**src/design/gb3_pkg.sv**
```systemverilog
// Shared constants and types of the 3x3 RGB blur block.
`default_nettype none
package gb3_pkg;

   localparam int MAX_WIDTH = 1024;
   localparam int COL_W     = $clog2(MAX_WIDTH);
   localparam int FW_W      = 11;
   localparam int FH_W      = 12;
   // The input row runs one row past the frame while the last results drain.
   localparam int ROW_W     = FH_W + 1;
   localparam int CHAN_W    = 8;
   localparam int PIX_W     = 3 * CHAN_W;
   localparam int LINE_W    = 2 * PIX_W;
   localparam int SUM_W     = CHAN_W + 4;
   localparam int CSR_W     = 12;

   localparam int OUT_DEPTH = 4;
   localparam int OPTR_W    = $clog2(OUT_DEPTH);
   localparam int OCNT_W    = $clog2(OUT_DEPTH + 1);

   localparam logic [0:0] CSR_FRAME_WIDTH  = 1'd0;
   localparam logic [0:0] CSR_FRAME_HEIGHT = 1'd1;

   localparam logic [0:0] OP_PIXEL = 1'd0;
   localparam logic [0:0] OP_DRAIN = 1'd1;

   typedef logic [PIX_W-1:0] pixel_type;

   typedef struct packed {
      logic              en;
      logic [COL_W-1:0]  addr;
      logic [LINE_W-1:0] data;
   } line_write_type;

   // Which taps of the window lie inside the frame, and whether a result is due.
   typedef struct packed {
      logic emit;
      logic ok_row0;
      logic ok_row2;
      logic ok_col0;
      logic ok_col2;
      logic last;
   } tap_info_type;

   typedef struct packed {
      logic      last;
      pixel_type pix;
   } result_type;

endpackage
`default_nettype wire

```
**src/design/gb3_out_fifo.sv**
```systemverilog
// Small result queue that decouples the filter pipeline from the output side.
`default_nettype none
module gb3_out_fifo (
   input  logic                 clock,
   input  logic                 reset,
   input  logic                 push,
   input  gb3_pkg::result_type  push_data,
   input  logic                 pop,
   output logic                 out_valid,
   output gb3_pkg::result_type  out_data
);
   import gb3_pkg::*;

   result_type        slot_ff [OUT_DEPTH];
   logic [OPTR_W-1:0] wr_ptr_ff, wr_ptr_in;
   logic [OPTR_W-1:0] rd_ptr_ff, rd_ptr_in;
   logic [OCNT_W-1:0] count_ff, count_in;

   always_comb begin
      wr_ptr_in = wr_ptr_ff;
      rd_ptr_in = rd_ptr_ff;
      count_in  = count_ff;
      if (push) begin
         wr_ptr_in = wr_ptr_ff + OPTR_W'(1);
      end
      if (pop) begin
         rd_ptr_in = rd_ptr_ff + OPTR_W'(1);
      end
      unique case ({push, pop})
         2'b10:   count_in = count_ff + OCNT_W'(1);
         2'b01:   count_in = count_ff - OCNT_W'(1);
         default: count_in = count_ff;
      endcase
   end

   always_ff @(posedge clock) begin
      if (reset) begin
         wr_ptr_ff <= '0;
         rd_ptr_ff <= '0;
         count_ff  <= '0;
      end else begin
         wr_ptr_ff <= wr_ptr_in;
         rd_ptr_ff <= rd_ptr_in;
         count_ff  <= count_in;
      end
   end

   always_ff @(posedge clock) begin
      if (push) begin
         slot_ff[wr_ptr_ff] <= push_data;
      end
   end

   assign out_valid = (count_ff != '0);
   assign out_data  = slot_ff[rd_ptr_ff];

endmodule
`default_nettype wire

```
**config.mk**
```make
export PLATFORM = sky130hd
export DESIGN_NAME = gb3_out_fifo
export DESIGN_NICKNAME = d
export VERILOG_FILES = /design/src/design/gb3_pkg.sv /design/src/design/gb3_out_fifo.sv
export SDC_FILE = /design/constraint.sdc
export NUM_CORES = 1
export LEC_CHECK = 0
export ABC_AREA = 1
export BUFFER_PORTS_ARGS = -buffer_cell sky130_fd_sc_hd__buf_2
export CORE_ASPECT_RATIO = 0.75
export CORE_MARGIN = 2
export CORE_UTILIZATION = 32
export DETAILED_ROUTE_END_ITERATION = 10
export PLACE_DENSITY = 0.47
export SETUP_SLACK_MARGIN = 0.05
export SLEW_MARGIN = 5
export SYNTH_ARGS = -nofsm -noshare
export SYNTH_HDL_FRONTEND = slang
export SYNTH_SLANG_ARGS = --single-unit
```
**constraint.sdc**
```tcl
create_clock -name clock -period 2.8 [get_ports clock]
set_clock_uncertainty 0.1 [all_clocks]
set_input_delay 0.42 -clock clock [delete_from_list [all_inputs] [get_ports clock]]
set_output_delay 0.42 -clock clock [all_outputs]
set_load 0.01 [all_outputs]
```
==> impl_metrics.sql, run 1 <==
INSERT INTO impl_metrics (metric_group, metric, value, unit) VALUES
('yosys', 'yosysWarnings', '0', ''),
('power_and_ir_drop', 'power.density_cell_area', '683', 'nW/um^2'),
('yosys', 'synthesis.nets', '334', ''),
('place', 'detailed_place.area', '4690', 'um^2'),
('timing', 'setup_viol', '0', ''),
('clocking', 'post_cts_resized', '0', ''),
('routing', 'drt-pass1-iter-count', '4', ''),
('timing', 'report.final.slew_viol_count', '0', ''),
('routing', 'routed_wire_length_per_instance', '15.7', 'um'),
('timing', 'rsz0062_at_grt', 'false', ''),
('yosys', 'mappedNetlistArea', '4250', 'um^2'),
('routing', 'detail_route.iter0.violations', '120', ''),
('clocking', 'clock_sink_count', '109', ''),
('global_route', 'antenna_violations_before_repair', '2', ''),
('yosys', 'syn_area_cell', '14.2', 'um^2'),
('routing', 'route.detailed.vias_per_inst', '4.61', ''),
('critical_path', 'timing.reg2reg.worst_path_depth', '5', ''),
('final_layout', 'most_frequent_standard_cell_in_the_layout_excluding_fill_and_tap_cells', 'edfxtp_1', ''),
('die', 'die_y', '104', 'um'),
('critical_path', 'required_time_of_the_critical_path', '2.28', 'ns'),
('critical_path', 'timing.critical_path.max_delay_family', 'flip-flops', ''),
('clocking', 'clock_insertion_delay_worst_skew', '0.34', 'ns'),
('place', 'place_ws', '0.724', 'ns'),
('clocking', 'cts_made_buffers', '9', ''),
('yosys', 'synth_area_leader_cell', 'edfxtp_1', ''),
('global_route', 'track_usage', '12.6', '%'),
('clocking', 'cts.root.buffer_cell', 'clkbuf_16', ''),
('timing', 'timing_worst_slew_pin_value', '0.647', 'ns'),
('yosys', 'synth.top_cell.area_share', '70.6', '%'),
('yosys', 'yosysSeqAreaShare', '74.8', '%'),
('final_layout', 'drive_gt1_share', '27.3', '%'),
('timing', 'hold_viol', '0', ''),
('die', 'core-area', '13000', 'um^2'),
('critical_path', 'timing.critical_path.arrival', '1.90', 'ns'),
('run_status', 'outcome', 'finished, final reports clean', ''),
('critical_path', 'crit_type', 'flip-flop to primary output', ''),
('clocking', 'cts-htree-levels', '3', ''),
('final_layout', 'most-common-layout-cells', 'edfxtp_1 (100), buf_2 (54), nor2_1 (53), o21ai_1 (25), o22ai_1 (24)', ''),
('critical_path', 'path_cells', 'buf_4 > o21ai_1 > o22ai_1 > buf_2', ''),
('clocking', 'cts-hold-fix-buffers', '0', ''),
('global_route', 'grt_pass1_vias', '2481', ''),
('final_layout', 'diodes', '0', ''),
('die', 'initial_utilization', '32.8', '%'),
('yosys', 'synthCells', '299', ''),
('final_layout', 'postLayoutCoreUtil', '38.2', '%'),
('worst_hold_path', 'worstHoldPathCells', '1', ''),
('global_route', 'grt_start_max_net_pins', '51', ''),
('timing', 'max_freq', '413', 'MHz'),
('critical_path', 'cp-start-kind', 'flip-flop', ''),
('place', 'io_buffers', '54', ''),
('final_layout', 'finalNonFillerCells', '533', ''),
('routing', 'detail_route.drc_violations', '0', ''),
('yosys', 'yosysUniqueCellTypes', '20', ''),
('critical_path', 'worstSetupPathDepth', '4', ''),
('die', 'die_width', '137', 'um'),
('routing', 'route.vias.total', '2457', ''),
('die', 'die_area', '14200', 'um^2'),
('routing', 'finalWirelength', '8390', 'um'),
('place', 'dp.cells', '517', ''),
('yosys', 'postSynthRegisterBits', '109', ''),
('worst_hold_path', 'hold_class', 'primary input to flip-flop', ''),
('critical_path', 'end_kind', 'primary output', ''),
('clocking', 'cts_tree', 'yes', ''),
('timing', 'max_slew_margin', '56.9', '%'),
('global_route', 'grt_pass1_wl', '13400', 'um'),
('power_and_ir_drop', 'ir_worst_vdd', '0.303', 'mV'),
('timing', 'min_period_over_period', '86.5', '%'),
('final_layout', 'area.growth.synth_to_final', '16.6', '%'),
('flow_run', 'max_cap_violations', '0', ''),
('critical_path', 'cp_slowest_stage_delay', '0.60', 'ns'),
('die', 'i_o_pin_count', '55', '');
## Yosys cell counts
master / n
a21oi_1: 5
buf_2: 4
buf_4: 5
buf_6: 6
dfxtp_1: 9
edfxtp_1: 100
fa_1: 1
ha_1: 5
inv_1: 16
inv_2: 1
inv_4: 1
nand2_1: 9
nand3_1: 2
nand4_1: 1
nor2_1: 53
o21ai_0: 11
o21ai_1: 25
o21ai_2: 20
o22ai_1: 24
o22ai_2: 1
## metrics by stage
| step | power, mW | hold slack (ns) |
|---|---|---|
| floorplan | 2.13 | 0.312 |
| global placement | 2.27 | 0.339 |
| detailed placement | 2.27 | 0.335 |
| CTS | 3.43 | 0.182 |
| global route | 3.54 | 0.183 |
| finish | 3.39 | 0.188 |
## state kept, by name, indices dropped and copies added, names as in the netlist, named ones only
| name | flops |
|---|---|
| slot_ff | 100 |
| count_ff | 3 |
| rd_ptr_ff | 2 |
| wr_ptr_ff | 2 |
## per-layer routing
metal  global-route usage [%]  vias to the layer above  wire length [um]
li1                         -                     1206                 -
met1                     16.9                     1190              4060
met2                     18.9                       42              3730
met3                     4.65                       15               450
met4                     3.98                        4               118
met5                        0                        -                29
## report_power, final
| group | switching [mW] | internal [mW] | total [mW] |
|---|---|---|---|
| clock | 0.509 | 0.650 | 1.16 |
| combinational | 0.223 | 0.124 | 0.346 |
| sequential | 0.0266 | 1.85 | 1.88 |
## area by class of cell
type | count | area, um^2 | area share, %
Clock buffer | 14 | 264 | 5.32
Clock inverter | 2 | 10.0 | 0.202
Inverter | 18 | 70.1 | 1.41
Multi-Input combinational cell | 157 | 875 | 17.6
Sequential cell | 109 | 3180 | 64.2
Tap cell | 171 | 214 | 4.31
Timing Repair Buffer | 62 | 343 | 6.91
## worst paths after layout
kind                              from                        to  slack (ns)
max                          flip-flop               out_data[7]        0.38
min                      push_data[12]  slot_ff[2][12]$_DFFE_PP_        0.19
max reg2reg  wr_ptr_ff[0]$_SDFFE_PP0P_   slot_ff[0][4]$_DFFE_PP_        1.12
min reg2reg  rd_ptr_ff[1]$_SDFFE_PP0P_                 flip-flop        0.35
## kinds of logic (layout without fill, tap and decap cells)
group | Yosys count | count (layout) | synth area share [%]
buffers and inverters | 33 | 96 | 4.59
AND/OR/NAND/NOR | 65 | 65 | 5.85
flip-flops | 109 | 109 | 74.8
adder cells (fa/ha/maj) | 6 | 6 | 1.94
AO/OA/AOI/OAI | 86 | 86 | 12.8
(Power assumes the default switching activity.)
==> run 2: changes to the inputs <==
--- a/config.mk
+++ b/config.mk
@@ -8,7 +8,7 @@
 export ABC_AREA = 1
 export BUFFER_PORTS_ARGS = -buffer_cell sky130_fd_sc_hd__buf_2
 export CORE_ASPECT_RATIO = 0.75
-export CORE_MARGIN = 2
+export CORE_MARGIN = 4
 export CORE_UTILIZATION = 32
 export DETAILED_ROUTE_END_ITERATION = 10
 export PLACE_DENSITY = 0.47
==> impl_metrics.sql, run 2 (synthesized netlist as in run 1, its figures left out) <==
INSERT INTO impl_metrics (metric_group, metric, value, unit) VALUES
('routing', 'finalWirelength', '8600', 'um'),
('final_layout', 'most-common-layout-cells', 'edfxtp_1 (100), buf_2 (54), nor2_1 (53), o21ai_1 (25), o22ai_1 (24)', ''),
('critical_path', 'worst_r2r_startpoint', 'wr_ptr_ff[0]$_SDFFE_PP0P_', ''),
('die', 'die_area', '15200', 'um^2'),
('power_and_ir_drop', 'ir_worst_vdd', '0.288', 'mV'),
('place', 'detailed_place.area', '4670', 'um^2'),
('timing', 'fin_crit', '2.45', 'ns'),
('timing', 'min_period_over_period', '87.5', '%'),
('run_status', 'outcome', 'finished, final reports clean', ''),
('final_layout', 'diodes', '0', ''),
('power_and_ir_drop', 'power.density_cell_area', '678', 'nW/um^2'),
('clocking', 'clock_sink_count', '109', ''),
('routing', 'route.vias.total', '2409', ''),
('critical_path', 'critical_path.reg2reg.endpoint', 'slot_ff[0][0]$_DFFE_PP_', ''),
('critical_path', 'critical_path_peak_fanout', '26', ''),
('place', 'dp.cells', '515', ''),
('critical_path', 'timing.reg2reg.worst_path_depth', '5', ''),
('routing', 'routed_wire_length_per_instance', '16.2', 'um'),
('place', 'gp_congestion', '0.694', ''),
('final_layout', 'finish.net_count', '390', ''),
('global_route', 'track_usage', '11.7', '%'),
('timing', 'max_slew_margin', '52.4', '%'),
('die', 'die_width', '141', 'um'),
('routing', 'route.detailed.vias_per_inst', '4.54', ''),
('final_layout', 'reg.largest.list', 'slot_ff x100, count_ff x3', ''),
('final_layout', 'max_flop_register', 'slot_ff', ''),
('final_layout', 'most_frequent_standard_cell_in_the_layout_excluding_fill_and_tap_cells', 'edfxtp_1', ''),
('timing', 'whs', '0.192', 'ns'),
('clocking', 'cts-hold-fix-buffers', '0', ''),
('flow_run', 'max_cap_violations', '0', ''),
('die', 'i_o_pin_count', '55', ''),
('clocking', 'clock_insertion_delay_worst_skew', '0.34', 'ns'),
('critical_path', 'path_cells', 'buf_4 > o21ai_0 > o22ai_1 > buf_2', ''),
('critical_path', 'timing.critical_path.arrival', '1.93', 'ns'),
('timing', 'timing.final.ws_setup', '0.350', 'ns'),
('clocking', 'clk_transition_reported_paths', '0.06', 'ns'),
('critical_path', 'required_time_of_the_critical_path', '2.28', 'ns'),
('critical_path', 'cp_slowest_stage_delay', '0.67', 'ns'),
('timing', 'rsz0062_at_grt', 'false', ''),
('clocking', 'cts_tree', 'yes', ''),
('clocking', 'cts-htree-levels', '3', ''),
('final_layout', 'final_area', '4930', 'um^2'),
('critical_path', 'timing.reg2reg.setup_slack', '0.88', 'ns'),
('global_route', 'grt_pass1_wl', '13200', 'um'),
('final_layout', 'finalNonFillerCells', '531', ''),
('die', 'die_y', '108', 'um'),
('timing', 'hold_viol', '0', ''),
('die', 'rows', '36', ''),
('global_route', 'grt-ovfl-total', '0', ''),
('critical_path', 'cp-start-kind', 'flip-flop', ''),
('die', 'core-area', '13000', 'um^2'),
('routing', 'drt-pass1-iter-count', '4', ''),
('final_layout', 'max_ffs_per_register', '100', ''),
('power_and_ir_drop', 'power.static_leakage', '1.78', 'nW'),
('clocking', 'cts.root.buffer_cell', 'clkbuf_16', ''),
('timing', 'fin_tns_setup', '0', 'ns'),
('routing', 'detail_route.drc_violations', '0', ''),
('worst_hold_path', 'hold_class', 'primary input to flip-flop', ''),
('place', 'place_hpwl', '5220', 'um'),
('timing', 'max_freq', '408', 'MHz'),
('clocking', 'post_cts_resized', '0', ''),
('worst_hold_path', 'worstHoldPathCells', '1', ''),
('critical_path', 'end_kind', 'primary output', ''),
('clocking', 'cts.repair_timing.setup_buffer_count', '0', ''),
('clocking', 'cts_made_buffers', '9', ''),
('global_route', 'grt_start_max_net_pins', '51', ''),
('place', 'place_ws', '0.654', 'ns'),
('place', 'io_buffers', '54', ''),
('timing', 'report.final.slew_viol_count', '0', ''),
('clocking', 'cts_max_path_buffers', '2', ''),
('critical_path', 'critical_path.slowest_cell', 'dfxtp_2', ''),
('final_layout', 'drive_gt1_share', '26.7', '%'),
('timing', 'timing_worst_slew_pin_value', '0.713', 'ns'),
('final_layout', 'area.growth.synth_to_final', '15.9', '%'),
('worst_hold_path', 'timing.hold.worst_endpoint', 'slot_ff[3][22]$_DFFE_PP_', ''),
('die', 'initial_utilization', '32.7', '%'),
('critical_path', 'crit_type', 'flip-flop to primary output', ''),
('worst_hold_path', 'min-delay-start', 'push_data[22]', ''),
('global_route', 'antenna_violations_before_repair', '0', ''),
('timing', 'setup_viol', '0', ''),
('global_route', 'grt_pass1_vias', '2387', ''),
('routing', 'detail_route.iter0.violations', '78', ''),
('routing', 'route.antenna.remaining_nets', '0', '');
-- run 2: cell count changes in the layout (fill, tap and decap cells not counted), sizes merged --
cell,change
clkinvlp,+1
clkinv,+4
clkbuf,-5
buf,-2
-- run 2: through the flow --
step	total power [mW]	utilization, %
after floorplan	2.13	-
after global placement	2.26	35.9
after detailed placement	2.27	35.9
after CTS	3.39	37.9
after global routing	3.50	37.9
final	3.34	37.9
-- run 2: layer usage --
metal	part of all wire, %	global-route usage [%]	vias to the layer above
met4	0.50	2.28	0
met2	48	18.6	45
li1	-	-	1203
met1	47	15.2	1157
met5	0	0	-
met3	4.5	4.66	4
-- run 2: worst max-delay path by stage --
stage | to | startpoint | slack (ns) | cells past startpoint
4_1_cts | out_data[19] | flip-flop | 0.28 | 4
5_1_grt | out_data[17] | flip-flop | 0.17 | 4
2_1_floorplan | count_ff[2]$_SDFFE_PP0P_ | push | 1.20 | 10
3_3_place_gp | out_data[19] | flip-flop | 0.69 | 4
6_report | out_data[20] | flip-flop | 0.35 | 4
3_5_place_dp | out_data[19] | flip-flop | 0.65 | 4
-- run 2: worst max-delay path: cells and delay by family (launching register included) --
| kind | cells | cell delay [ns] |
|---|---|---|
| AO/OA/AOI/OAI | 2 | 0.35 |
| buffers and inverters | 2 | 0.55 |
| flip-flops | 1 | 0.67 |
-- run 2: final cells by class --
cell class / instances / area (um^2)
Multi-Input combinational cell: 157 / 875
Clock buffer: 9 / 225
Timing Repair Buffer: 60 / 328
Tap cell: 171 / 214
Fill cell: 1245 / 8090
Clock inverter: 7 / 32.5
Inverter: 18 / 70.1
Sequential cell: 109 / 3180
-- run 2: report_power, final --
group	internal [mW]	switching (mW)
clock	0.588	0.530
combinational	0.121	0.220
sequential	1.85	0.0288
total	2.56	0.779
==> run 3: changes to the inputs <==
--- a/config.mk
+++ b/config.mk
@@ -11,7 +11,7 @@
 export CORE_MARGIN = 4
 export CORE_UTILIZATION = 32
 export DETAILED_ROUTE_END_ITERATION = 10
-export PLACE_DENSITY = 0.47
+export PLACE_DENSITY = 0.48
 export SETUP_SLACK_MARGIN = 0.05
 export SLEW_MARGIN = 5
 export SYNTH_ARGS = -nofsm -noshare
==> constraint.sdc (replaced) <==
create_clock -name clock -period 2.36 [get_ports clock]
set_clock_uncertainty 0.1 [all_clocks]
set_input_delay 0.354 -clock clock [delete_from_list [all_inputs] [get_ports clock]]
set_output_delay 0.354 -clock clock [all_outputs]
set_load 0.01 [all_outputs]
==> impl_metrics.sql, run 3 (synthesized netlist as in run 1, its figures left out) <==
INSERT INTO impl_metrics (metric_group, metric, value, unit) VALUES
('timing', 'fin_tns_setup', '0', 'ns'),
('run_status', 'outcome', 'finished, final reports clean', ''),
('die', 'initial_utilization', '32.7', '%'),
('global_route', 'grt-ovfl-total', '0', ''),
('die', 'rows', '36', ''),
('final_layout', 'reg.largest.list', 'slot_ff x100, count_ff x3', ''),
('timing', 'fin_crit', '2.09', 'ns'),
('final_layout', 'most_frequent_standard_cell_in_the_layout_excluding_fill_and_tap_cells', 'edfxtp_1', ''),
('clocking', 'clock_insertion_delay_worst_skew', '0.34', 'ns'),
('final_layout', 'filler_cell_count', '1207', ''),
('timing', 'rsz0062_at_grt', 'false', ''),
('power_and_ir_drop', 'power.density_cell_area', '842', 'nW/um^2'),
('routing', 'detail_route.drc_violations', '0', ''),
('place', 'detailed_place.area', '4730', 'um^2'),
('routing', 'route.detailed.vias_per_inst', '4.68', ''),
('clocking', 'cts_max_path_buffers', '2', ''),
('final_layout', 'max_ffs_per_register', '100', ''),
('die', 'die_area', '15200', 'um^2'),
('routing', 'route.vias.total', '2504', ''),
('worst_hold_path', 'hold_class', 'primary input to flip-flop', ''),
('clocking', 'cts_made_buffers', '9', ''),
('clocking', 'clock_sink_count', '109', ''),
('timing', 'max_slew_margin', '72.2', '%'),
('final_layout', 'most-common-layout-cells', 'edfxtp_1 (100), buf_2 (54), nor2_1 (53), o21ai_1 (25), o22ai_1 (24)', ''),
('global_route', 'grt_pass1_vias', '2382', ''),
('global_route', 'antenna_violations_before_repair', '0', ''),
('critical_path', 'timing.critical_path.arrival', '1.64', 'ns'),
('clocking', 'cts.root.buffer_cell', 'clkbuf_16', ''),
('critical_path', 'required_time_of_the_critical_path', '1.91', 'ns'),
('place', 'place_hpwl', '5410', 'um'),
('timing', 'setup_viol', '0', ''),
('global_route', 'grt_start_max_net_pins', '51', ''),
('critical_path', 'timing.reg2reg.setup_slack', '0.77', 'ns'),
('power_and_ir_drop', 'power.static_leakage', '1.84', 'nW'),
('clocking', 'cts_tree', 'yes', ''),
('worst_hold_path', 'min-delay-start', 'push_data[5]', ''),
('critical_path', 'end_kind', 'primary output', ''),
('die', 'die_y', '108', 'um'),
('clocking', 'clk_transition_reported_paths', '0.07', 'ns'),
('routing', 'route.antenna.remaining_nets', '0', ''),
('place', 'io_buffers', '54', ''),
('routing', 'finalWirelength', '8820', 'um'),
('final_layout', 'max_flop_register', 'slot_ff', ''),
('final_layout', 'diodes', '0', ''),
('power_and_ir_drop', 'ir_worst_vdd', '0.387', 'mV'),
('place', 'place_ws', '0.545', 'ns'),
('critical_path', 'crit_type', 'flip-flop to primary output', ''),
('place', 'gp_congestion', '0.732', ''),
('timing', 'timing_worst_slew_pin_value', '0.416', 'ns'),
('timing', 'report.final.slew_viol_count', '0', ''),
('timing', 'timing.final.ws_setup', '0.270', 'ns'),
('critical_path', 'worst_r2r_startpoint', 'wr_ptr_ff[0]$_SDFFE_PP0P_', ''),
('clocking', 'cts.repair_timing.setup_buffer_count', '0', ''),
('critical_path', 'cp-start-kind', 'flip-flop', ''),
('die', 'i_o_pin_count', '55', ''),
('global_route', 'grt_pass1_wl', '13700', 'um'),
('final_layout', 'finish.net_count', '394', ''),
('routing', 'drt-pass1-iter-count', '4', ''),
('die', 'die_width', '141', 'um'),
('power_and_ir_drop', 'finalPower', '4.24', 'mW'),
('routing', 'detail_route.iter0.violations', '137', ''),
('timing', 'hold_viol', '0', ''),
('timing', 'max_freq', '478', 'MHz'),
('final_layout', 'drive_gt1_share', '28.0', '%'),
('final_layout', 'area.growth.synth_to_final', '18.6', '%'),
('final_layout', 'final_area', '5040', 'um^2'),
('timing', 'min_period_over_period', '88.6', '%'),
('global_route', 'track_usage', '12.2', '%'),
('critical_path', 'critical_path_peak_fanout', '28', ''),
('die', 'core-area', '13000', 'um^2'),
('flow_run', 'max_cap_violations', '0', ''),
('clocking', 'cts-htree-levels', '3', ''),
('routing', 'routed_wire_length_per_instance', '16.5', 'um');
run 3: cell types whose count changed in the layout (fill, tap and decap cells not counted):
cell       before  now
buf_12          1    3
buf_4           5    6
inv_6           0    1
buf_6           0    1
clkinv_1        4    2
clkinv_2        2    1
bufinv_16       0    2
run 3: final timing paths:
kind / to / cells after the start
max reg2reg: slot_ff[0][19]$_DFFE_PP_ / 5
min: slot_ff[0][5]$_DFFE_PP_ / 1
max: out_data[22] / 5
min reg2reg: flip-flop / 1
run 3: layer usage:
layer	up-vias	part of all wire, %	wire length (um)	global-route usage [%]
met1	1215	49	4300	17.4
met5	-	0	0	0
li1	1212	-	-	-
met4	0	1.1	101	3.94
met3	8	5.6	498	3.77
met2	69	44	3920	17.6
run 3: stage by stage:
stage / instances / utilization (%) / hold WS [ns]
2_1_floorplan: 299 / - / 0.312
3_3_place_gp: 519 / 36.3 / 0.332
3_5_place_dp: 519 / 36.3 / 0.329
4_1_cts: 535 / 38.7 / 0.109
5_1_grt: 535 / 38.7 / 0.115
6_report: 535 / 38.7 / 0.121
run 3: worst max-delay path, stage by stage (launching register included):
cell and delay, ns:
dfxtp_2 0.34, inv_4 0.27, buf_12 0.24, nor2_1 0.06
o22ai_1 0.21, buf_2 0.17
run 3: final cells by class:
type	instances	area [um^2]	share of cell area (%)
Timing Repair Buffer	64	387	7.67
Tap cell	171	214	4.24
Inverter	18	70.1	1.39
Clock inverter	7	88.8	1.76
Clock buffer	9	225	4.47
Multi-Input combinational cell	157	875	17.3
Sequential cell	109	3180	63.1
run 3: power by group:
part	switching (mW)	leakage, nW	total (mW)	internal [mW]
Clock	0.667	0.151	1.59	0.925
Combinational	0.277	0.693	0.431	0.154
Sequential	0.0241	0.993	2.22	2.20
Total	0.968	1.84	4.24	3.28
run 3: repair_timing:
| item | 4_1_cts | 5_1_grt |
|---|---|---|
| hold buffers | 0 | 0 |
| gates resized for setup | 0 | 1 |
| endpoints found under the setup margin | 0 | 2 |
